--- src/hdl/stcl_pkg.sv ---
// shared constants and types for the sorted table ceiling lookup
package stcl_pkg;

    // default table depth
    localparam int TABLE_DEPTH_DEF = 64;

    // field widths
    localparam int WORD_W   = 32;
    localparam int REQ_W    = 2;
    localparam int STATUS_W = 3;

    // request codes
    localparam logic [REQ_W-1:0] REQ_CLEAR  = 2'd0;
    localparam logic [REQ_W-1:0] REQ_INSERT = 2'd1;
    localparam logic [REQ_W-1:0] REQ_QUERY  = 2'd2;

    // result status codes
    localparam logic [STATUS_W-1:0] ST_DONE    = 3'd0;
    localparam logic [STATUS_W-1:0] ST_FOUND   = 3'd1;
    localparam logic [STATUS_W-1:0] ST_DISCARD = 3'd2;
    localparam logic [STATUS_W-1:0] ST_FULL    = 3'd3;
    localparam logic [STATUS_W-1:0] ST_EMPTY   = 3'd4;

    // sequencer commands to the search unit
    typedef struct packed {
        logic start;   // load bounds and compare mode
        logic step;    // apply one compare and halve the range
        logic upper;   // at start: 1 finds first entry above key, 0 first not below
    } search_ctrl_t;

endpackage

--- src/hdl/stcl_req_if.sv ---
// request channel: request type and value word
interface stcl_req_if;
    logic                                valid;
    logic                                ready;
    logic [stcl_pkg::REQ_W-1:0]          req_type;
    logic signed [stcl_pkg::WORD_W-1:0]  item_value;

    modport source (output valid, output req_type, output item_value, input ready);
    modport sink   (input valid, input req_type, input item_value, output ready);
endinterface

--- src/hdl/stcl_res_if.sv ---
// result channel: status and chosen size word
interface stcl_res_if;
    logic                                valid;
    logic                                ready;
    logic [stcl_pkg::STATUS_W-1:0]       status;
    logic signed [stcl_pkg::WORD_W-1:0]  chosen_size;

    modport source (output valid, output status, output chosen_size, input ready);
    modport sink   (input valid, input status, input chosen_size, output ready);
endinterface

--- src/hdl/sorted_table_ceiling_lookup_core.sv ---
// top level: sorted size table with insert, clear and ceiling query
//
//  channel | modport | handshake     | payload
//  --------+---------+---------------+---------------------------------
//  req     | sink    | valid / ready | req_type[1:0], item_value[31:0]
//  res     | source  | valid / ready | status[2:0], chosen_size[31:0]
//
// clear, unused code, full insert and empty query go straight to the result
// query: binary search over n stored entries, then a read of the found entry unless discarded
// insert: binary search, then the m entries above the insert point each move up by one
// every search probe and every move goes through the single table read port
// and waits for its registered data
// reset clears the control state and entry count; table words are undefined until written
// a finished word waits in the output register while the next request is taken
module sorted_table_ceiling_lookup_core #(
    parameter int TABLE_DEPTH = stcl_pkg::TABLE_DEPTH_DEF
) (
    input  logic       clk,
    input  logic       rst_n,
    stcl_req_if.sink   req,
    stcl_res_if.source res
);

    localparam int ADDR_W = (TABLE_DEPTH > 1) ? $clog2(TABLE_DEPTH) : 1;
    localparam int CNT_W  = $clog2(TABLE_DEPTH + 1);
    localparam logic [CNT_W-1:0] DEPTH_CNT = CNT_W'(TABLE_DEPTH);

    typedef enum logic [6:0] {
        S_IDLE     = 7'b0000001,
        S_SRCH_RD  = 7'b0000010,
        S_SRCH_CMP = 7'b0000100,
        S_FETCH    = 7'b0001000,
        S_SHIFT_RD = 7'b0010000,
        S_SHIFT_WR = 7'b0100000,
        S_RESULT   = 7'b1000000
    } state_t;

    state_t state_reg;
    state_t state_next;

    logic [CNT_W-1:0]                   count_reg;
    logic [CNT_W-1:0]                   count_next;
    logic [CNT_W-1:0]                   idx_reg;
    logic [CNT_W-1:0]                   idx_next;
    logic [CNT_W-1:0]                   idx_dec;
    logic                               is_ins_reg;
    logic                               is_ins_next;
    logic signed [stcl_pkg::WORD_W-1:0] val_reg;
    logic [stcl_pkg::STATUS_W-1:0]      res_status_reg;
    logic [stcl_pkg::STATUS_W-1:0]      res_status_next;
    logic signed [stcl_pkg::WORD_W-1:0] res_size_reg;
    logic signed [stcl_pkg::WORD_W-1:0] res_size_next;
    logic                               out_valid_reg;
    logic                               out_valid_next;
    logic [stcl_pkg::STATUS_W-1:0]      out_status_reg;
    logic signed [stcl_pkg::WORD_W-1:0] out_size_reg;
    logic                               out_load;
    logic                               req_take;

    logic                               ram_we;
    logic [ADDR_W-1:0]                  ram_waddr;
    logic signed [stcl_pkg::WORD_W-1:0] ram_wdata;
    logic                               ram_re;
    logic [ADDR_W-1:0]                  ram_raddr;
    logic signed [stcl_pkg::WORD_W-1:0] ram_rdata;

    stcl_pkg::search_ctrl_t             sctrl;
    logic                               s_busy;
    logic [CNT_W-1:0]                   s_mid;
    logic [CNT_W-1:0]                   s_lo;

    // table memory
    stcl_table_ram #(
        .TABLE_DEPTH (TABLE_DEPTH),
        .ADDR_W      (ADDR_W)
    ) u_ram (
        .clk   (clk),
        .we    (ram_we),
        .waddr (ram_waddr),
        .wdata (ram_wdata),
        .re    (ram_re),
        .raddr (ram_raddr),
        .rdata (ram_rdata)
    );

    // shared search unit
    stcl_search_unit #(
        .TABLE_DEPTH (TABLE_DEPTH),
        .CNT_W       (CNT_W)
    ) u_search (
        .clk   (clk),
        .rst_n (rst_n),
        .ctrl  (sctrl),
        .count (count_reg),
        .key   (val_reg),
        .rdata (ram_rdata),
        .busy  (s_busy),
        .mid   (s_mid),
        .lo    (s_lo)
    );

    assign req.ready       = (state_reg == S_IDLE);
    assign req_take        = req.valid && req.ready;
    assign res.valid       = out_valid_reg;
    assign res.status      = out_status_reg;
    assign res.chosen_size = out_size_reg;
    assign idx_dec         = idx_reg - CNT_W'(1);

    // sequencer
    always_comb
    begin
        state_next      = state_reg;
        count_next      = count_reg;
        idx_next        = idx_reg;
        is_ins_next     = is_ins_reg;
        res_status_next = res_status_reg;
        res_size_next   = res_size_reg;
        out_load        = 1'b0;
        sctrl           = '0;
        ram_we          = 1'b0;
        ram_waddr       = idx_reg[ADDR_W-1:0];
        ram_wdata       = ram_rdata;
        ram_re          = 1'b0;
        ram_raddr       = s_mid[ADDR_W-1:0];

        unique case (state_reg)
            S_IDLE:
            begin
                if (req.valid)
                begin
                    res_status_next = stcl_pkg::ST_DONE;
                    res_size_next   = '0;
                    state_next      = S_RESULT;
                    case (req.req_type)
                        stcl_pkg::REQ_CLEAR:
                        begin
                            count_next = '0;
                        end
                        stcl_pkg::REQ_INSERT:
                        begin
                            if (count_reg == DEPTH_CNT)
                            begin
                                res_status_next = stcl_pkg::ST_FULL;
                            end
                            else
                            begin
                                sctrl.start = 1'b1;
                                sctrl.upper = 1'b1;
                                is_ins_next = 1'b1;
                                state_next  = S_SRCH_RD;
                            end
                        end
                        stcl_pkg::REQ_QUERY:
                        begin
                            if (count_reg == '0)
                            begin
                                res_status_next = stcl_pkg::ST_EMPTY;
                            end
                            else
                            begin
                                sctrl.start = 1'b1;
                                sctrl.upper = 1'b0;
                                is_ins_next = 1'b0;
                                state_next  = S_SRCH_RD;
                            end
                        end
                        default:
                        begin
                            res_status_next = stcl_pkg::ST_DONE;
                        end
                    endcase
                end
            end
            S_SRCH_RD:
            begin
                if (s_busy)
                begin
                    ram_re     = 1'b1;
                    state_next = S_SRCH_CMP;
                end
                else if (is_ins_reg)
                begin
                    idx_next   = count_reg;
                    state_next = S_SHIFT_RD;
                end
                else if (s_lo == count_reg)
                begin
                    res_status_next = stcl_pkg::ST_DISCARD;
                    res_size_next   = '0;
                    state_next      = S_RESULT;
                end
                else
                begin
                    ram_re     = 1'b1;
                    ram_raddr  = s_lo[ADDR_W-1:0];
                    state_next = S_FETCH;
                end
            end
            S_SRCH_CMP:
            begin
                sctrl.step = 1'b1;
                state_next = S_SRCH_RD;
            end
            S_FETCH:
            begin
                res_status_next = stcl_pkg::ST_FOUND;
                res_size_next   = ram_rdata;
                state_next      = S_RESULT;
            end
            S_SHIFT_RD:
            begin
                if (idx_reg > s_lo)
                begin
                    ram_re     = 1'b1;
                    ram_raddr  = idx_dec[ADDR_W-1:0];
                    state_next = S_SHIFT_WR;
                end
                else
                begin
                    // drop the new value into the gap
                    ram_we          = 1'b1;
                    ram_waddr       = s_lo[ADDR_W-1:0];
                    ram_wdata       = val_reg;
                    count_next      = count_reg + CNT_W'(1);
                    res_status_next = stcl_pkg::ST_DONE;
                    res_size_next   = '0;
                    state_next      = S_RESULT;
                end
            end
            S_SHIFT_WR:
            begin
                ram_we     = 1'b1;
                ram_waddr  = idx_reg[ADDR_W-1:0];
                ram_wdata  = ram_rdata;
                idx_next   = idx_dec;
                state_next = S_SHIFT_RD;
            end
            S_RESULT:
            begin
                if (!out_valid_reg || res.ready)
                begin
                    out_load   = 1'b1;
                    state_next = S_IDLE;
                end
            end
            default:
            begin
                state_next = S_IDLE;
            end
        endcase
    end

    // output register valid
    always_comb
    begin
        out_valid_next = out_valid_reg && !res.ready;
        if (out_load)
        begin
            out_valid_next = 1'b1;
        end
    end

    // control registers
    always_ff @(posedge clk or negedge rst_n)
    begin
        if (!rst_n)
        begin
            state_reg     <= S_IDLE;
            count_reg     <= '0;
            idx_reg       <= '0;
            is_ins_reg    <= 1'b0;
            out_valid_reg <= 1'b0;
        end
        else
        begin
            state_reg     <= state_next;
            count_reg     <= count_next;
            idx_reg       <= idx_next;
            is_ins_reg    <= is_ins_next;
            out_valid_reg <= out_valid_next;
        end
    end

    // payload registers
    always_ff @(posedge clk)
    begin
        if (req_take)
        begin
            val_reg <= req.item_value;
        end
        res_status_reg <= res_status_next;
        res_size_reg   <= res_size_next;
        if (out_load)
        begin
            out_status_reg <= res_status_reg;
            out_size_reg   <= res_size_reg;
        end
    end

    // entry count stays within the table
    a_count_range: assert property (@(posedge clk) disable iff (!rst_n)
        count_reg <= DEPTH_CNT)
        else $error("entry count above table depth");

    // search reads only stored entries
    a_mid_range: assert property (@(posedge clk) disable iff (!rst_n)
        (state_reg == S_SRCH_CMP) |-> (s_mid < count_reg))
        else $error("search probe outside stored entries");

    // insert into a full table leaves the count alone
    a_full_hold: assert property (@(posedge clk) disable iff (!rst_n)
        (req_take && req.req_type == stcl_pkg::REQ_INSERT && count_reg == DEPTH_CNT)
        |=> $stable(count_reg))
        else $error("full insert changed the entry count");

    // size word is zero unless a size was found
    a_size_zero: assert property (@(posedge clk) disable iff (!rst_n)
        (out_valid_reg && out_status_reg != stcl_pkg::ST_FOUND) |-> (out_size_reg == '0))
        else $error("nonzero size with status other than found");

    // shift moves never run past the new slot
    a_shift_floor: assert property (@(posedge clk) disable iff (!rst_n)
        (state_reg == S_SHIFT_WR) |-> (idx_reg > s_lo))
        else $error("shift below insert point");

endmodule

--- src/hdl/stcl_table_ram.sv ---
// size table memory: one write port, one registered read port
module stcl_table_ram #(
    parameter int TABLE_DEPTH = stcl_pkg::TABLE_DEPTH_DEF,
    parameter int ADDR_W      = (TABLE_DEPTH > 1) ? $clog2(TABLE_DEPTH) : 1
) (
    input  logic                               clk,
    input  logic                               we,
    input  logic [ADDR_W-1:0]                  waddr,
    input  logic signed [stcl_pkg::WORD_W-1:0] wdata,
    input  logic                               re,
    input  logic [ADDR_W-1:0]                  raddr,
    output logic signed [stcl_pkg::WORD_W-1:0] rdata
);

    logic signed [stcl_pkg::WORD_W-1:0] mem [TABLE_DEPTH];
    logic signed [stcl_pkg::WORD_W-1:0] rdata_reg;

    // write port
    always_ff @(posedge clk)
    begin
        if (we)
        begin
            mem[waddr] <= wdata;
        end
    end

    // registered read port
    always_ff @(posedge clk)
    begin
        if (re)
        begin
            rdata_reg <= mem[raddr];
        end
    end

    assign rdata = rdata_reg;

endmodule

--- src/hdl/stcl_search_unit.sv ---
// binary search bounds and the shared signed compare
module stcl_search_unit #(
    parameter int TABLE_DEPTH = stcl_pkg::TABLE_DEPTH_DEF,
    parameter int CNT_W       = $clog2(TABLE_DEPTH + 1)
) (
    input  logic                               clk,
    input  logic                               rst_n,
    input  stcl_pkg::search_ctrl_t             ctrl,
    input  logic [CNT_W-1:0]                   count,
    input  logic signed [stcl_pkg::WORD_W-1:0] key,
    input  logic signed [stcl_pkg::WORD_W-1:0] rdata,
    output logic                               busy,
    output logic [CNT_W-1:0]                   mid,
    output logic [CNT_W-1:0]                   lo
);

    logic [CNT_W-1:0] lo_reg;
    logic [CNT_W-1:0] lo_next;
    logic [CNT_W-1:0] hi_reg;
    logic [CNT_W-1:0] hi_next;
    logic             upper_reg;
    logic             upper_next;
    logic             go_right;

    // midpoint of the open range
    assign mid  = lo_reg + ((hi_reg - lo_reg) >> 1);
    assign busy = (lo_reg < hi_reg);
    assign lo   = lo_reg;

    // shared compare: move right past entries below (or not above) the key
    assign go_right = upper_reg ? (rdata <= key) : (rdata < key);

    // bound update
    always_comb
    begin
        lo_next    = lo_reg;
        hi_next    = hi_reg;
        upper_next = upper_reg;
        if (ctrl.start)
        begin
            lo_next    = '0;
            hi_next    = count;
            upper_next = ctrl.upper;
        end
        else if (ctrl.step)
        begin
            if (go_right)
            begin
                lo_next = mid + CNT_W'(1);
            end
            else
            begin
                hi_next = mid;
            end
        end
    end

    always_ff @(posedge clk or negedge rst_n)
    begin
        if (!rst_n)
        begin
            lo_reg    <= '0;
            hi_reg    <= '0;
            upper_reg <= 1'b0;
        end
        else
        begin
            lo_reg    <= lo_next;
            hi_reg    <= hi_next;
            upper_reg <= upper_next;
        end
    end

endmodule

--- src/flat_wrapper.sv ---
// flat-port wrapper written by rule: the top's interface ports become plain ports
module sorted_table_ceiling_lookup_core_flat 
#(
    parameter int TABLE_DEPTH = stcl_pkg::TABLE_DEPTH_DEF
)
  (clk, rst_n, req_valid, req_req_type, req_item_value, req_ready, res_valid, res_status, res_chosen_size, res_ready);
  stcl_req_if req_i ();
  stcl_res_if res_i ();
  input  logic clk;
  input  logic rst_n;
  input wire logic [$bits(req_i.valid)-1:0] req_valid;
  input wire logic [$bits(req_i.req_type)-1:0] req_req_type;
  input wire logic [$bits(req_i.item_value)-1:0] req_item_value;
  output wire logic [$bits(req_i.ready)-1:0] req_ready;
  output wire logic [$bits(res_i.valid)-1:0] res_valid;
  output wire logic [$bits(res_i.status)-1:0] res_status;
  output wire logic [$bits(res_i.chosen_size)-1:0] res_chosen_size;
  input wire logic [$bits(res_i.ready)-1:0] res_ready;
  assign req_i.valid = req_valid;
  assign req_i.req_type = req_req_type;
  assign req_i.item_value = req_item_value;
  assign req_ready = req_i.ready;
  assign res_valid = res_i.valid;
  assign res_status = res_i.status;
  assign res_chosen_size = res_i.chosen_size;
  assign res_i.ready = res_ready;
  sorted_table_ceiling_lookup_core #(.TABLE_DEPTH(TABLE_DEPTH)) u_core (.clk(clk), .rst_n(rst_n), .req(req_i), .res(res_i));
endmodule
--- config.mk ---
export PLATFORM = sky130hd
export DESIGN_NAME = sorted_table_ceiling_lookup_core_flat
export DESIGN_NICKNAME = d
export VERILOG_FILES = /design/src/hdl/stcl_pkg.sv /design/src/hdl/stcl_req_if.sv /design/src/hdl/stcl_res_if.sv /design/src/hdl/sorted_table_ceiling_lookup_core.sv /design/src/hdl/stcl_table_ram.sv /design/src/hdl/stcl_search_unit.sv /design/src/flat_wrapper.sv
export SDC_FILE = /design/constraint.sdc
export NUM_CORES = 2
export LEC_CHECK = 0
export ABC_CLOCK_PERIOD_IN_PS = 6400
export BUFFER_PORTS_ARGS = -buffer_cell sky130_fd_sc_hd__buf_2
export CAP_MARGIN = 5
export CELL_PAD_IN_SITES_DETAIL_PLACEMENT = 1
export CELL_PAD_IN_SITES_GLOBAL_PLACEMENT = 2
export CORE_MARGIN = 1
export CORE_UTILIZATION = 46
export CTS_CLUSTER_SIZE = 30
export DETAILED_ROUTE_END_ITERATION = 6
export GPL_ROUTABILITY_DRIVEN = 0
export PLACE_DENSITY_LB_ADDON = 0.1
export SLEW_MARGIN = 0
export SYNTH_ARGS = -nofsm -noshare
export SYNTH_HDL_FRONTEND = slang
export SYNTH_SLANG_ARGS = --single-unit
--- constraint.sdc ---
create_clock -name clk -period 6.4 [get_ports clk]
set_input_delay 1.28 -clock clk [delete_from_list [all_inputs] [get_ports clk]]
set_output_delay 1.28 -clock clk [all_outputs]
set_load 0.005 [all_outputs]
# [Word level (Yosys, flattened, before mapping)]
# Memory sizes are Yosys's and may differ from the RTL's. A register that Yosys moved wholly into a read port is not among the register bits.
# Cells that the tools add are included.
# Widths: inputs -> output; s select.
[classes] reduce_logical=20 addsub=5 n_eq_ne=22 muxes=72 order_cmp=4
[op_table] cell="$mux 32" count=7
[op_table] cell="$mux 7" count=19
[op_table] cell="$pmux 32 s4" count=1
[op_table] cell="$pmux 7 s7" count=1
[op_table] cell="$pmux 7 s2" count=3
[op_table] cell="$mux 6" count=6
[op_table] cell="$le 32x32->1" count=1
[op_table] cell="$lt 32x32->1" count=1
[op_table] cell="$mux 1" count=21
[op_table] cell="$mux 3" count=6
[op_table] cell="$add 7x1->7 const B" count=2
[op_table] cell="$eq 7x7->1 const B" count=2
[op_table] cell="$ne 2x2->1 const B" count=7
[op_table] cell="$pmux 3 s4" count=1
[op_table] cell="$pmux 6 s2" count=1
[op_table] cell="$reduce_bool 2->1" count=5
[op_table] cell="$ne 2x1->1 const B" count=4
[op_table] cell="$pmux 1 s2" count=4
[op_table] cell="$add 7x6->7" count=1
[op_table] cell="$eq 7x1->1 const B" count=1
[op_table] cell="$eq 7x2->1 const B" count=1
[op_table] cell="$eq 7x3->1 const B" count=1
[op_table] cell="$eq 7x4->1 const B" count=1
[op_table] cell="$eq 7x5->1 const B" count=1
[op_table] cell="other kinds (21)" count=25
[totals] ramBits=2048 input_bits=38 mem_count=1 ff_bits=140
[mem_list] memory="u_core.u_ram.mem" words=64 width=32 rd=1 rd_clocked_by_memory_dff=1 wr=1 line_no="stcl_table_ram.sv:15" source="logic signed [stcl_pkg::WORD_W-1:0] mem [TABLE_DEPTH];"

# [Longest topological paths before layout]
[depth] ltp_word=7 mapped_depth=24 mapped_depth_nobuf=22

# [Modules after synthesis]
# A second synthesis with hierarchy kept.
[unflattened] hier_cells=4013 hier_area_um2=86832.0
[modules_own_cells] module="stcl_table_ram" area_each_um2=78835.6 cells_per_inst=3324 seq_area_each_um2=62459.9 instances=1
[modules_own_cells] module="sorted_table_ceiling_lookup_core" area_each_um2=5753.0 cells_per_inst=415 seq_area_each_um2=3639.7 instances=1
[modules_own_cells] module="stcl_search_unit" area_each_um2=2243.4 cells_per_inst=274 seq_area_each_um2=375.4 instances=1

# [Least setup slack after synthesis]
# OpenSTA, ideal clock, no wires.
[synth_timing] kind="flip-flop to flip-flop" from="reg u_core.u_search.lo_reg[2] (netlist: u_core.u_search.lo[2])" to="mem u_core.u_ram.mem[0][31] in the netlist's numbering (data pin)" n_path_buf=4 period_less_slack_ns=5.794 required_time_ns=5.698 setup_time_ns=0.702 path_stages_with_launch=12 arrival_ns=5.092 setup_slack_ns=0.606 cell_sequence="dfrtp_1 inv_1 ha_1 a21oi_1 a21oi_1 nor3_1 o21ai_0 clkbuf_1 clkbuf_1 buf_1 buf_1 o21ai_0"
[synth_between] elab_chain_len=3
[synth_lines] item="from (decl)" line_no="stcl_search_unit.sv:17" source="logic [CNT_W-1:0] lo_reg;"
[synth_lines] item="from (signal assigned)" line_no="stcl_search_unit.sv:68" source="lo_reg <= lo_next;"
[synth_lines] item="$gt 7x7->1" line_no="sorted_table_ceiling_lookup_core.sv:212" source="if (idx_reg > s_lo)"
[synth_lines] item="$mux 32" line_no="sorted_table_ceiling_lookup_core.sv:212"
[synth_lines] item="$mux 32" line_no="sorted_table_ceiling_lookup_core.sv:126" source="unique case (state_reg)"
[synth_lines] item="via u_core.ram_wdata (one bit)" line_no="sorted_table_ceiling_lookup_core.sv:62" source="logic signed [stcl_pkg::WORD_W-1:0] ram_wdata;"
[synth_lines] item="to (decl)" line_no="stcl_table_ram.sv:15"
# The timed path passes the listed nets, and every way through them passes these cells.

# [Final worst setup path]
[layout_timing] from="reg u_core.u_search.lo_reg[0] (netlist: u_core.u_search.lo[0])" to="reg u_core.u_ram.rdata_reg (netlist bit u_core.u_ram.rdata[24]) (read register of u_core.u_ram.mem) (data pin)"
[layout_between] elab_chain_len=6 elab_cells_between_ends=15
[layout_lines] item="$sub 7x7->7" line_no="stcl_search_unit.sv:26" source="assign mid = lo_reg + ((hi_reg - lo_reg) >> 1);"
[layout_lines] item="$add 7x6->7" line_no="stcl_search_unit.sv:26"
[layout_lines] item="$mux 6" line_no="sorted_table_ceiling_lookup_core.sv:186" source="else if (s_lo == count_reg)"
[layout_lines] item="$mux 6" line_no="sorted_table_ceiling_lookup_core.sv:181" source="else if (is_ins_reg)"
[layout_lines] item="$mux 6" line_no="sorted_table_ceiling_lookup_core.sv:176" source="if (s_busy)"
[layout_lines] item="$pmux 6 s2" line_no="sorted_table_ceiling_lookup_core.sv:126"
[layout_lines] item="to (decl)" line_no="stcl_table_ram.sv:16" source="logic signed [stcl_pkg::WORD_W-1:0] rdata_reg;"
# Several ways; a longest one is shown, not always the timed one.
# A chain may end at the register's enable or synchronous reset.

==> impl_metrics.xml <==
<?xml version="1.0" encoding="UTF-8"?>
<metrics>
  <group name="synthesis">
    <metric name="yosys.cell_types.count" unit="">93</metric>
    <metric name="synth_seq_cells" unit="">2220</metric>
    <metric name="synth_cell_area" unit="sq um">89800</metric>
    <metric name="yosysTopAreaCell" unit="">edfxtp_1</metric>
    <metric name="postSynth.topFlopCell" unit="">edfxtp_1</metric>
    <metric name="synthesis.area_per_instance" unit="sq um">13.6</metric>
    <metric name="synth_top_area_share" unit="">0.729</metric>
    <metric name="synth_warnings" unit="">0</metric>
    <metric name="postSynthCellCount" unit="">6592</metric>
    <metric name="post_synth_edffs" unit="">2182</metric>
    <metric name="async_flop_share" unit="">0.0171</metric>
    <metric name="synth_fp_nets" unit="">6692</metric>
    <metric name="synth.most_common_cell" unit="">edfxtp_1</metric>
    <metric name="main_area_contributors_after_synthesis" unit="">edfxtp_1 73%, nand2_1 7.5%, nand3_1 2.9%, mux2i_1 2.1%, a311oi_1 1.3%</metric>
    <metric name="ys_top_cells_by_count" unit="">2182 x edfxtp_1, 1790 x nand2_1, 526 x nand3_1, 208 x buf_2, 192 x mux2i_1</metric>
    <metric name="synth-seq-area-share" unit="">0.740</metric>
  </group>
  <group name="routing">
    <metric name="wirelength" unit="um">323000</metric>
    <metric name="first_pass_drt_iterations" unit="">6</metric>
    <metric name="drt_iter0_drc" unit="">7430</metric>
    <metric name="via_count" unit="">59900</metric>
    <metric name="post-route-drc-count" unit="">0</metric>
    <metric name="wl_cell" unit="um">33.8</metric>
    <metric name="drtAntennaViolNets" unit="">0</metric>
    <metric name="detail_route.vias_per_cell" unit="">6.27</metric>
  </group>
  <group name="setup_path">
    <metric name="worstPathMaxFanout" unit="">39</metric>
    <metric name="worst_ep_arrival_time" unit="ns">6.69</metric>
    <metric name="cp_required" unit="ns">7.13</metric>
    <metric name="critPathKind" unit="">register to register</metric>
    <metric name="cp-end-kind" unit="">register</metric>
    <metric name="worst_setup_path_start_kind" unit="">register</metric>
  </group>
  <group name="floorplan">
    <metric name="dieWidth" unit="um">444</metric>
    <metric name="rows" unit="">161</metric>
    <metric name="fp.coreArea" unit="sq um">193000</metric>
    <metric name="die_h" unit="um">444</metric>
    <metric name="die_area" unit="sq um">197000</metric>
    <metric name="start_util" unit="">0.465</metric>
    <metric name="top_level_i_o_count" unit="">75</metric>
  </group>
  <group name="timing">
    <metric name="setup_skew" unit="ns">0.0516</metric>
    <metric name="final.min_clock_period" unit="ns">5.95</metric>
    <metric name="finalHoldViolations" unit="">0</metric>
    <metric name="timing.slew.headroom" unit="">0.127</metric>
    <metric name="finalSetupViolCount" unit="">0</metric>
    <metric name="setup_total_negative_slack" unit="ns">0</metric>
    <metric name="final_report_max_slew_violation_count" unit="">0</metric>
    <metric name="max_slew.worst_pin.slew" unit="ns">1.31</metric>
    <metric name="grt_setup_unrepaired" unit="">no</metric>
    <metric name="final_min_period_over_clock_period" unit="">0.930</metric>
    <metric name="fmaxAchievable" unit="GHz">0.168</metric>
  </group>
  <group name="clocking">
    <metric name="clock_path_buffers" unit="">3</metric>
    <metric name="cts_inserted_buffers" unit="">226</metric>
    <metric name="clock-sinks" unit="">2220</metric>
    <metric name="cts_htree_levels" unit="">4</metric>
    <metric name="cts_resized" unit="">0</metric>
    <metric name="cts.clk_slew.worst_paths" unit="ns">0.06</metric>
    <metric name="post_cts.repair.setup_buffers" unit="">0</metric>
    <metric name="cts-hold-fix-buffers" unit="">0</metric>
    <metric name="worst_skew_pair.late_latency" unit="ns">0.88</metric>
    <metric name="tritoncts" unit="">yes</metric>
    <metric name="cts-root-buf" unit="">clkbuf_16</metric>
  </group>
  <group name="finish">
    <metric name="post_route_cells_drive_above_1_share" unit="">0.128</metric>
    <metric name="antennaDiodeCount" unit="">0</metric>
    <metric name="synthToLayoutAreaGrowth" unit="%">14.5</metric>
    <metric name="multi_input_area" unit="sq um">22000</metric>
    <metric name="util_after_layout" unit="">0.532</metric>
    <metric name="ff_latch_area" unit="sq um">66500</metric>
    <metric name="finish.net_count" unit="">6951</metric>
    <metric name="number_of_flip_flops_under_the_largest_register_name" unit="">2048</metric>
    <metric name="fin_area" unit="sq um">103000</metric>
    <metric name="final.fill_count" unit="">18800</metric>
    <metric name="registers.top_by_ff_count" unit="">u_core.u_ram.mem</metric>
  </group>
  <group name="global_routing">
    <metric name="grt_overflow" unit="">0</metric>
    <metric name="grt_use_total" unit="">0.326</metric>
    <metric name="antenna_violations_before_repair" unit="">13</metric>
    <metric name="wire_length_of_the_first_global_routing_pass" unit="um">456000</metric>
    <metric name="first_global_vias" unit="">59900</metric>
    <metric name="grt_start_max_net_pins" unit="">115</metric>
  </group>
  <group name="placement">
    <metric name="placed_area" unit="sq um">95900</metric>
    <metric name="hpwl" unit="um">195000</metric>
    <metric name="port_buffers" unit="">74</metric>
  </group>
  <group name="job">
    <metric name="maxCapViolCount" unit="">0</metric>
  </group>
  <group name="worst_hold_path">
    <metric name="hold_crit_path_type" unit="">register to register</metric>
  </group>
  <group name="outcome">
    <metric name="outcome" unit="">finished clean</metric>
  </group>
</metrics>
## per-layer routing
metal | vias to the layer above | global-route usage | share of wire
met4 | 8 | 0.131 | 0.044
met1 | 31500 | 0.457 | 0.41
met3 | 578 | 0.0512 | 0.082
met5 | - | 0 | 0.00015
met2 | 2733 | 0.511 | 0.46
li1 | 25100 | - | -
## kinds of logic (layout without fill, tap and decap cells)
logic type | count (synthesis) | in the layout | share of synthesized area
muxes | 215 | 215 | 0.0269
adders and majority gates | 62 | 62 | 0.00880
xor gates and xnor gates | 30 | 30 | 0.00293
and+or+nand+nor | 2867 | 2867 | 0.139
buffers and inverters | 460 | 902 | 0.0250
DFF | 2220 | 2220 | 0.740
AOI/OAI and AO/OA | 738 | 738 | 0.0572
## area by class of cell
class / count / area share
Inverter: 61 / 0.00225
Clock buffer: 286 / 0.0575
Sequential cell: 2220 / 0.646
Tap cell: 2526 / 0.0307
Multi-Input combinational cell: 3912 / 0.214
Clock inverter: 125 / 0.00998
Timing Repair Buffer: 430 / 0.0388
## critical path, stage by stage (launching register included)
cell      delay, ns
dfrtp_1        0.56
ha_1           0.25
inv_1          0.06
fa_1           0.49
ha_1           0.18
inv_1          0.07
fa_1           0.50
a31oi_2        0.28
a211o_4        0.74
buf_12         0.32
buf_4          0.27
nand2_1        0.07
and3_1         0.18
a311oi_1       0.94
nor3_1         0.17
nor4_1         0.43
and4_1         0.24
## placed cells by master, fill, tap and decap left out, drive strengths merged, types with 98 or more instances in the layout
cell type,n
a21oi,171
a311oi,134
a31oi,100
and3,164
buf,430
clkbuf,286
clkinv,98
edfxtp,2182
mux2i,193
nand2,1792
nand3,527
nor2,146
o21ai,100
## through the flow
step | instances | hold slack, ns | worst slack (ns)
final | 9560 | 0.400 | 0.446
after CTS | 9559 | 0.396 | 0.538
after global routing | 9560 | 0.404 | 0.249
after global placement | 9147 | 0.403 | 0.574
after floorplan | 6592 | 0.400 | 0.606
after detailed placement | 9148 | 0.406 | 0.550
## worst paths after layout
path / startpoint / to / slack, ns / depth (start not counted)
hold / removal: u_core.res_status_reg[0]$_DFFE_PP_ / u_core.res.status[0]$_DFFE_PP_ / 0.40 / 0
max in group asynchronous: rst_n / u_core.state_reg[6]$_DFFE_PN0P_ / 5.19 / 1
setup reg to reg: u_core.u_search.lo[0]$_DFFE_PN0P_ / u_core.u_ram.rdata[24]$_DFFE_PP_ / 0.45 / 16
hold reg to reg: u_core.res_status_reg[0]$_DFFE_PP_ / u_core.res.status[0]$_DFFE_PP_ / 0.40 / 0
setup / recovery: u_core.u_search.lo[0]$_DFFE_PN0P_ / u_core.u_ram.rdata[24]$_DFFE_PP_ / 0.45 / 16
min in group asynchronous: rst_n / u_core.count_reg[2]$_DFFE_PN0P_ / 0.60 / 1
Power is not shown: default switching activity piles up to over one toggle a cycle in this logic, so the estimate is an artifact.
